<file path="src/rtl/divide_cycle_timing_macros.svh">
// Assertion macros for the divide cycle timing block.
`ifndef DIVIDE_CYCLE_TIMING_MACROS_SVH
`define DIVIDE_CYCLE_TIMING_MACROS_SVH

`ifndef ASSERT_OFF

// Clocked check that is ignored while reset is asserted.
`define DCT_ASSERT(label, clk, rst_n, prop, msg) \
    label: assert property (@(posedge clk) disable iff (!rst_n) prop) else $error(msg);

// Clocked check that also holds during reset.
`define DCT_ASSERT_ALWAYS(label, clk, prop, msg) \
    label: assert property (@(posedge clk) prop) else $error(msg);

`else

`define DCT_ASSERT(label, clk, rst_n, prop, msg)
`define DCT_ASSERT_ALWAYS(label, clk, prop, msg)

`endif

`endif

</file>
<file path="src/rtl/dct_pkg.sv">
// Shared types, constants and the divide walk step for the divide cycle timing block.
package dct_pkg;

    // Operation codes.
    typedef enum logic {
        OP_UNSIGNED = 1'b0,
        OP_SIGNED   = 1'b1
    } t_op;

    // Widths.
    localparam int C_DVD_W = 32;
    localparam int C_DVS_W = 16;
    localparam int C_CNT_W = 7;
    localparam int C_OUT_W = 8;

    // Number of shift-subtract steps in the walk.
    localparam int C_STEPS = 15;

    // Queue depth between front and back.
    localparam int C_Q_DEPTH = 2;
    localparam int C_Q_PTR_W = $clog2(C_Q_DEPTH);
    localparam int C_Q_CNT_W = $clog2(C_Q_DEPTH + 1);

    // Base counts (half cycles; the result is twice the count).
    localparam logic [C_CNT_W-1:0] C_U_BASE    = 7'd38;
    localparam logic [C_CNT_W-1:0] C_U_FAST    = 7'd10;
    localparam logic [C_CNT_W-1:0] C_S_BASE    = 7'd55;
    localparam logic [C_CNT_W-1:0] C_S_FAST    = 7'd21;
    localparam logic [C_CNT_W-1:0] C_SIGN_BASE = 7'd6;
    localparam logic [C_CNT_W-1:0] C_U_OVF     = 7'd5;
    localparam logic [C_CNT_W-1:0] C_S_OVF_ADD = 7'd2;

    // One classified divide job as it moves through queue and back end.
    typedef struct packed {
        t_op                 op;
        logic                ovf;
        logic [C_CNT_W-1:0]  count;
        logic [C_DVS_W-1:0]  rem;
        logic [C_DVS_W-1:0]  low;
        logic [C_DVS_W-1:0]  dvs;
    } t_job;

    // One step of the shift-subtract walk with its cycle bookkeeping.
    function automatic t_job walk_step(input t_job j);
        t_job               n;
        logic [C_DVS_W:0]   t;
        logic               ge;
        logic [C_CNT_W-1:0] inc;
        n  = j;
        t  = {j.rem, j.low[C_DVS_W-1]};
        ge = (t >= {1'b0, j.dvs});
        if (ge) begin
            n.rem = C_DVS_W'(t - {1'b0, j.dvs});
        end else begin
            n.rem = t[C_DVS_W-1:0];
        end
        n.low = {j.low[C_DVS_W-2:0], 1'b0};
        if (j.ovf) begin
            inc = '0;
        end else if (j.op == OP_SIGNED) begin
            inc = ge ? C_CNT_W'(0) : C_CNT_W'(1);
        end else if (j.rem[C_DVS_W-1]) begin
            inc = '0;
        end else begin
            inc = ge ? C_CNT_W'(1) : C_CNT_W'(2);
        end
        n.count = j.count + inc;
        return n;
    endfunction

endpackage

</file>
<file path="src/rtl/dct_front.sv">
// Front end: takes divide requests, forms operand magnitudes and classifies them.
module dct_front (
    input  logic                          i_clk,
    input  logic                          i_rst_n,
    input  logic                          i_start,
    input  logic                          i_operation,
    input  logic [dct_pkg::C_DVD_W-1:0]   i_dividend,
    input  logic [dct_pkg::C_DVS_W-1:0]   i_divisor,
    input  logic                          i_fast_mode,
    input  logic                          i_q_full,
    output logic                          o_busy,
    output logic                          o_push,
    output dct_pkg::t_job                 o_job
);

    logic                          w_adv;
    logic                          w_dneg;
    logic                          w_vneg;
    logic                          w_ovf;
    logic [dct_pkg::C_CNT_W-1:0]   w_count;
    logic [dct_pkg::C_CNT_W-1:0]   w_sbase;

    // Stage one registers.
    logic                          r_s1_valid;
    dct_pkg::t_op                  r_op;
    logic                          r_fast;
    logic                          r_dneg;
    logic                          r_vneg;
    logic [dct_pkg::C_DVD_W-1:0]   r_mag_d;
    logic [dct_pkg::C_DVS_W-1:0]   r_mag_v;

    // Stage two registers.
    logic                          r_s2_valid;
    dct_pkg::t_job                 r_job;

    // The whole front moves as one unit and holds while stage two has a job and the queue is full.
    assign w_adv  = !(r_s2_valid && i_q_full);
    assign o_busy = !w_adv;
    assign o_push = r_s2_valid && !i_q_full;
    assign o_job  = r_job;

    // Operand signs only matter for signed divides.
    assign w_dneg = i_operation && i_dividend[dct_pkg::C_DVD_W-1];
    assign w_vneg = i_operation && i_divisor[dct_pkg::C_DVS_W-1];

    // Stage one: magnitudes.
    always_ff @(posedge i_clk) begin
        if (!i_rst_n) begin
            r_s1_valid <= 1'b0;
        end else if (w_adv) begin
            r_s1_valid <= i_start;
        end
        if (w_adv) begin
            r_op    <= dct_pkg::t_op'(i_operation);
            r_fast  <= i_fast_mode;
            r_dneg  <= w_dneg;
            r_vneg  <= w_vneg;
            r_mag_d <= w_dneg ? (~i_dividend + 1'b1) : i_dividend;
            r_mag_v <= w_vneg ? (~i_divisor + 1'b1) : i_divisor;
        end
    end

    // Stage two: overflow test and starting count.
    assign w_ovf   = (r_mag_d[dct_pkg::C_DVD_W-1 -: dct_pkg::C_DVS_W] >= r_mag_v);
    assign w_sbase = r_fast ? dct_pkg::C_S_FAST : dct_pkg::C_S_BASE;

    always_comb begin
        w_count = '0;
        unique case (r_op)
            dct_pkg::OP_UNSIGNED: begin
                if (w_ovf) begin
                    w_count = dct_pkg::C_U_OVF;
                end else begin
                    w_count = r_fast ? dct_pkg::C_U_FAST : dct_pkg::C_U_BASE;
                end
            end
            dct_pkg::OP_SIGNED: begin
                w_count = dct_pkg::C_SIGN_BASE + dct_pkg::C_CNT_W'(r_dneg);
                if (w_ovf) begin
                    w_count = w_count + dct_pkg::C_S_OVF_ADD;
                end else if (r_vneg) begin
                    w_count = w_count + w_sbase;
                end else if (r_dneg) begin
                    w_count = w_count + w_sbase + dct_pkg::C_CNT_W'(1);
                end else begin
                    w_count = w_count + w_sbase - dct_pkg::C_CNT_W'(1);
                end
            end
            default: w_count = '0;
        endcase
    end

    always_ff @(posedge i_clk) begin
        if (!i_rst_n) begin
            r_s2_valid <= 1'b0;
        end else if (w_adv) begin
            r_s2_valid <= r_s1_valid;
        end
        if (w_adv) begin
            r_job.op    <= r_op;
            r_job.ovf   <= w_ovf;
            r_job.count <= w_count;
            r_job.rem   <= r_mag_d[dct_pkg::C_DVD_W-1 -: dct_pkg::C_DVS_W];
            r_job.low   <= r_mag_d[dct_pkg::C_DVS_W-1:0];
            r_job.dvs   <= r_mag_v;
        end
    end

endmodule

</file>
<file path="src/rtl/dct_queue.sv">
// Short job queue between the front end and the divide walk.
module dct_queue (
    input  logic           i_clk,
    input  logic           i_rst_n,
    input  logic           i_push,
    input  dct_pkg::t_job  i_job,
    output logic           o_full,
    output logic           o_pop,
    output dct_pkg::t_job  o_job
);

    dct_pkg::t_job                    r_mem [dct_pkg::C_Q_DEPTH];
    logic [dct_pkg::C_Q_PTR_W-1:0]    r_wr_ptr;
    logic [dct_pkg::C_Q_PTR_W-1:0]    r_rd_ptr;
    logic [dct_pkg::C_Q_CNT_W-1:0]    r_count;
    logic [dct_pkg::C_Q_PTR_W-1:0]    n_wr_ptr;
    logic [dct_pkg::C_Q_PTR_W-1:0]    n_rd_ptr;

    // The back end never stalls, so the head leaves whenever there is one.
    assign o_pop  = (r_count != '0);
    assign o_full = (r_count == dct_pkg::C_Q_CNT_W'(dct_pkg::C_Q_DEPTH));
    assign o_job  = r_mem[r_rd_ptr];

    // Pointer wrap.
    always_comb begin
        if (r_wr_ptr == dct_pkg::C_Q_PTR_W'(dct_pkg::C_Q_DEPTH - 1)) begin
            n_wr_ptr = '0;
        end else begin
            n_wr_ptr = r_wr_ptr + 1'b1;
        end
        if (r_rd_ptr == dct_pkg::C_Q_PTR_W'(dct_pkg::C_Q_DEPTH - 1)) begin
            n_rd_ptr = '0;
        end else begin
            n_rd_ptr = r_rd_ptr + 1'b1;
        end
    end

    // Pointers and fill count.
    always_ff @(posedge i_clk) begin
        if (!i_rst_n) begin
            r_wr_ptr <= '0;
            r_rd_ptr <= '0;
            r_count  <= '0;
        end else begin
            if (i_push) begin
                r_wr_ptr <= n_wr_ptr;
            end
            if (o_pop) begin
                r_rd_ptr <= n_rd_ptr;
            end
            if (i_push && !o_pop) begin
                r_count <= r_count + 1'b1;
            end else if (!i_push && o_pop) begin
                r_count <= r_count - 1'b1;
            end
        end
    end

    // Storage.
    always_ff @(posedge i_clk) begin
        if (i_push) begin
            r_mem[r_wr_ptr] <= i_job;
        end
    end

endmodule

</file>
<file path="src/rtl/dct_back.sv">
// Back end: pipelined shift-subtract walk, one step per stage, and the result register.
module dct_back (
    input  logic                          i_clk,
    input  logic                          i_rst_n,
    input  logic                          i_valid,
    input  dct_pkg::t_job                 i_job,
    output logic                          o_strobe,
    output logic [dct_pkg::C_OUT_W-1:0]   o_cycle_count
);

    logic            r_vld [dct_pkg::C_STEPS];
    dct_pkg::t_job   r_job [dct_pkg::C_STEPS];
    dct_pkg::t_job   n_job [dct_pkg::C_STEPS];
    logic            r_strobe;
    logic [dct_pkg::C_OUT_W-1:0] r_cycle_count;

    // Each stage applies one walk step to the job of the stage before it.
    always_comb begin
        n_job[0] = dct_pkg::walk_step(i_job);
        for (int k = 1; k < dct_pkg::C_STEPS; k++) begin
            n_job[k] = dct_pkg::walk_step(r_job[k-1]);
        end
    end

    // Stage valid bits.
    always_ff @(posedge i_clk) begin
        if (!i_rst_n) begin
            for (int k = 0; k < dct_pkg::C_STEPS; k++) begin
                r_vld[k] <= 1'b0;
            end
            r_strobe <= 1'b0;
        end else begin
            r_vld[0] <= i_valid;
            for (int k = 1; k < dct_pkg::C_STEPS; k++) begin
                r_vld[k] <= r_vld[k-1];
            end
            r_strobe <= r_vld[dct_pkg::C_STEPS-1];
        end
    end

    // Stage payloads and the doubled final count.
    always_ff @(posedge i_clk) begin
        for (int k = 0; k < dct_pkg::C_STEPS; k++) begin
            r_job[k] <= n_job[k];
        end
        r_cycle_count <= {r_job[dct_pkg::C_STEPS-1].count, 1'b0};
    end

    assign o_strobe      = r_strobe;
    assign o_cycle_count = r_cycle_count;

endmodule

</file>
<file path="src/rtl/divide_cycle_timing.sv">
// Top level of the divide cycle timing block.
//
//  Channel   | Handshake                    | Payload
//  ----------+------------------------------+---------------------------------
//  request   | start / busy                 | i_operation, i_dividend, i_divisor
//  result    | o_strobe                     | o_cycle_count
//  config    | i_cfg_valid / o_cfg_ready    | i_cfg_fast_mode
//
// One request can be taken every clock cycle. Two front stages, one queue slot
// and the 15-stage walk pipeline come before the result register, which raises
// the strobe and holds the cycle count.
// Reset is synchronous and active low; it clears every in-flight request and
// returns fast mode to off. Results cannot be held off by the receiver, so
// the walk never stalls, the queue drains every cycle and busy stays low.
`include "divide_cycle_timing_macros.svh"

module divide_cycle_timing (
    input  logic                          i_clk,
    input  logic                          i_rst_n,
    input  logic                          start,
    output logic                          busy,
    input  logic                          i_operation,
    input  logic [dct_pkg::C_DVD_W-1:0]   i_dividend,
    input  logic [dct_pkg::C_DVS_W-1:0]   i_divisor,
    output logic                          o_strobe,
    output logic [dct_pkg::C_OUT_W-1:0]   o_cycle_count,
    input  logic                          i_cfg_valid,
    output logic                          o_cfg_ready,
    input  logic                          i_cfg_fast_mode
);

    logic           r_fast_mode;
    logic           w_q_full;
    logic           w_push;
    logic           w_pop;
    dct_pkg::t_job  w_front_job;
    dct_pkg::t_job  w_head_job;
    logic           w_req_taken;
    logic           w_uzero_taken;
    logic           w_early_out;

    // Fast-mode configuration register.
    assign o_cfg_ready = 1'b1;

    always_ff @(posedge i_clk) begin
        if (!i_rst_n) begin
            r_fast_mode <= 1'b0;
        end else if (i_cfg_valid && o_cfg_ready) begin
            r_fast_mode <= i_cfg_fast_mode;
        end
    end

    // Request intake and classification.
    dct_front u_front (
        .i_clk       (i_clk),
        .i_rst_n     (i_rst_n),
        .i_start     (start),
        .i_operation (i_operation),
        .i_dividend  (i_dividend),
        .i_divisor   (i_divisor),
        .i_fast_mode (r_fast_mode),
        .i_q_full    (w_q_full),
        .o_busy      (busy),
        .o_push      (w_push),
        .o_job       (w_front_job)
    );

    // Decoupling queue.
    dct_queue u_queue (
        .i_clk   (i_clk),
        .i_rst_n (i_rst_n),
        .i_push  (w_push),
        .i_job   (w_front_job),
        .o_full  (w_q_full),
        .o_pop   (w_pop),
        .o_job   (w_head_job)
    );

    // Divide walk and result.
    dct_back u_back (
        .i_clk         (i_clk),
        .i_rst_n       (i_rst_n),
        .i_valid       (w_pop),
        .i_job         (w_head_job),
        .o_strobe      (o_strobe),
        .o_cycle_count (o_cycle_count)
    );

    // Terms used by the checks below.
    assign w_req_taken   = start && !busy;
    assign w_uzero_taken = w_req_taken && (i_divisor == '0)
                           && (dct_pkg::t_op'(i_operation) == dct_pkg::OP_UNSIGNED);
    assign w_early_out   = (o_cycle_count == 8'd10);

    // Every taken request gives its result strobe once it has passed through the pipeline.
    `DCT_ASSERT(a_latency, i_clk, i_rst_n, w_req_taken |-> ##19 o_strobe, "result missing")

    // An unsigned divide by zero always costs the overflow early-out.
    `DCT_ASSERT(a_udiv_zero, i_clk, i_rst_n, w_uzero_taken |-> ##19 w_early_out, "no early-out")

    // Since the walk always drains, the front end never has to hold a request.
    `DCT_ASSERT_ALWAYS(a_no_stall, i_clk, !i_rst_n || !busy, "front end stalled")

    // No divide can cost more than the signed worst case.
    `DCT_ASSERT(a_max_count, i_clk, i_rst_n, o_strobe |-> (o_cycle_count <= 8'd156), "count too high")

endmodule

</file>
<file path="config.mk">
export PLATFORM = sky130hd
export DESIGN_NAME = divide_cycle_timing
export DESIGN_NICKNAME = d
export VERILOG_FILES = /design/src/rtl/dct_pkg.sv /design/src/rtl/dct_front.sv /design/src/rtl/dct_queue.sv /design/src/rtl/dct_back.sv /design/src/rtl/divide_cycle_timing.sv
export VERILOG_INCLUDE_DIRS = /design/src /design/src/rtl
export SDC_FILE = /design/constraint.sdc
export NUM_CORES = 2
export LEC_CHECK = 0
export BUFFER_PORTS_ARGS = -buffer_cell sky130_fd_sc_hd__clkbuf_2
export CAP_MARGIN = 20
export CORE_MARGIN = 1
export CORE_UTILIZATION = 45
export DETAILED_ROUTE_END_ITERATION = 10
export GPL_TIMING_DRIVEN = 0
export HOLD_SLACK_MARGIN = 0.03
export PLACE_DENSITY_LB_ADDON = 0.15
export RECOVER_POWER = 50
export SKIP_CTS_REPAIR_TIMING = 1
export SLEW_MARGIN = 20
export SYNTH_ARGS = -nofsm -noshare
export SYNTH_HDL_FRONTEND = slang
export SYNTH_HIERARCHICAL = 1
export SYNTH_SLANG_ARGS = --single-unit
</file>
<file path="constraint.sdc">
create_clock -name i_clk -period 5.3 [get_ports i_clk]
set_input_delay 0.795 -clock i_clk [delete_from_list [all_inputs] [get_ports i_clk]]
set_output_delay 0.795 -clock i_clk [all_outputs]
set_load 0.01 [all_outputs]
</file>
==> results.sh <==
export IMPL_start_util_pct=45.4
export IMPL_slowest_delay_ps=550
export IMPL_cp_start_kind="register"
export IMPL_cp_arrival_ps=5360
export IMPL_fp_dieH_um=301
export IMPL_dp_cells=4889
export IMPL_vdd_drop_max_uv=605
export IMPL_core_rowCount=109
export IMPL_slew_violations=55
export IMPL_cp_max_fo=10
export IMPL_grt_usage_pct=17.7
export IMPL_cts_tree="done"
export IMPL_worstSetupPathType="register to register"
export IMPL_cp_num_buf_inv=4
export IMPL_cts_path_max_buffers=3
export IMPL_die_x_um=301
export IMPL_antenna_found_initial=1
export IMPL_syn_cell_area_um2=40100
export IMPL_finalHoldViolations=0
export IMPL_port_buffer_count=62
export IMPL_drt_iter0_drc=1159
export IMPL_path_clk_slew_ps=60
export IMPL_gp_congestion=0.855
export IMPL_clk_latency_ps=670
export IMPL_worst_slew_pin_slew_ps=2300
export IMPL_design_area_um2=45500
export IMPL_clock_sinks=936
export IMPL_worstPathCellList="buf_4 > buf_6 > mux2_2 > ha_1 > nor2b_1 > o31a_1 > o31ai_1 > nand3_1 > nand2_1 > a21oi_1 > buf_1 > or4_1 > inv_1 > ha_1 > a21oi_1 > nor2b_1 > and3_1 > xor2_1"
export IMPL_avgViaCountPerCell=4.98
export IMPL_cp_required_ps=5850
export IMPL_grt_pass1_vias=25000
export IMPL_cellPowerDensity_nw_per_um2=743
export IMPL_antennaDiodeCount=0
export IMPL_p_leak_nw=19.9
export IMPL_maxSlewHeadroom_pct=-53.3
export IMPL_cts_max_level=3
export IMPL_drc=0
export IMPL_die_area_um2=90400
export IMPL_period_minus_slack_ps=4810
export IMPL_path_delay_family="simple AND/OR/NAND/NOR gates"
export IMPL_setup_viol=0
export IMPL_cp_slowest_cell="o31ai_1"
export IMPL_synth_net_count=4036
export IMPL_ctsRootBufferMaster="clkbuf_16"
export IMPL_grt_max_degree=56
export IMPL_placed_area_um2=42000
export IMPL_setup_slack_ps=485
export IMPL_nNetsFinal=4205
export IMPL_status="finished, violations left"
export IMPL_cap_violations=1
export IMPL_wl_per_cell_um=15.6
export IMPL_cts_buffers=101
export IMPL_fin_crit_sh_pct=90.8
export IMPL_num_vias=25300
export IMPL_num_io_pins=65
export IMPL_drive_above_1_share_pct=12.1
export IMPL_dpl_hpwl_mm=60.3
export IMPL_fin_skew_ps=25.7
export IMPL_routed_wl_mm=79.0
export IMPL_hold_path_class="register to register"
export IMPL_core_area_um2=88400
export IMPL_min_from="u_back/r_job[0][17]$_DFF_P_"
export IMPL_overflow=0
export IMPL_ys_warn_count=6
export IMPL_firstDrtPassIters=5
export IMPL_antenna_left=0
export IMPL_synth_area_per_cell_um2=11.0
export IMPL_grt_pass1_wl_mm=127
export IMPL_instances_no_fill=5077
export IMPL_violations="max-capacitance violations, max-slew violations"
export IMPL_area_growth_pct=13.4
export IMPL_synthCells=3658
export IMPL_timing_fmax_mhz=208
export IMPL_rsz0062_at_grt="no"
export IMPL_pre_cts_ws_ps=469
export IMPL_end_kind="register"
flip-flops by register name, summed over array words and instances, names as in the netlist, 2 cells and up, named ones only:
| signal | cells |
|---|---|
| u_back/o_cycle_count | 7 |
| u_back/r_job | 686 |
| u_back/r_vld | 15 |
| u_front/o_job | 56 |
| u_front/r_mag_d | 31 |
| u_front/r_mag_v | 16 |
| u_queue/r_count | 2 |
| u_queue/r_mem | 112 |
layer usage:
| metal | global-route usage, % | up-vias | part of all wire (%) |
|---|---|---|---|
| met5 | 0 | - | 0 |
| met2 | 31.3 | 400 | 49 |
| li1 | - | 13000 | - |
| met3 | 2.79 | 180 | 3.4 |
| met4 | 7.70 | 0 | 3.9 |
| met1 | 21.1 | 11700 | 43 |
final timing paths:
check,end,slack (ps),cells after the start
setup / recovery,u_back/r_job[0][52]$_DFF_P_,490,18
hold reg to reg,u_back/r_job[1][18]$_DFF_P_,320,0
hold / removal,u_back/r_job[1][18]$_DFF_P_,320,0
setup reg to reg,u_back/r_job[0][52]$_DFF_P_,490,18
per-stage QoR:
stage,utilization (%),hold slack (ps),TNS [ps],total power [mW]
2_1_floorplan,-,310,0,23.0
3_3_place_gp,47.4,310,-4560,26.6
3_5_place_dp,47.5,312,0,26.6
4_1_cts,51.5,321,0,34.1
5_1_grt,51.5,327,0,36.5
6_report,51.5,321,0,33.8
power by group:
group	internal [mW]	switching (mW)	total (mW)
Combinational	7.26	7.96	15.2
Sequential	9.88	1.40	11.3
Clock	4.50	2.82	7.31
Total	21.6	12.2	33.8
placed cells by master, fill, tap and decap left out, types with 20 or more instances in the layout:
master and instances:
nand2b_1 41, edfxtp_1 219, ha_1 295, a31oi_1 20, clkbuf_2 58, dfxtp_1 717, nand2_1 146, nand4_1 43
mux2_2 176, a21oi_1 250, nor2_1 213, and3_1 31, nand3_1 55, clkbuf_16 105, inv_1 384, xor2_1 103
fa_1 29, clkbuf_1 52, nor3_1 49, xnor2_1 191, o31ai_1 22, mux2i_1 24, nor2b_1 71, o21ai_0 110
a21o_1 65, and2_1 22, o21a_1 45
area by class of cell:
class                   count  area (um2)
flip-flops and latches    936       20900
fillers                  7934       42900
inverters                 385        1450
clock inverters            47         609
repair buffers             66         400
multi-input cells        2280       17500
clock buffers             141        2930
well taps                1165        1460
plain buffers              57         262
Note: power is estimated with default switching activity, not from simulation.
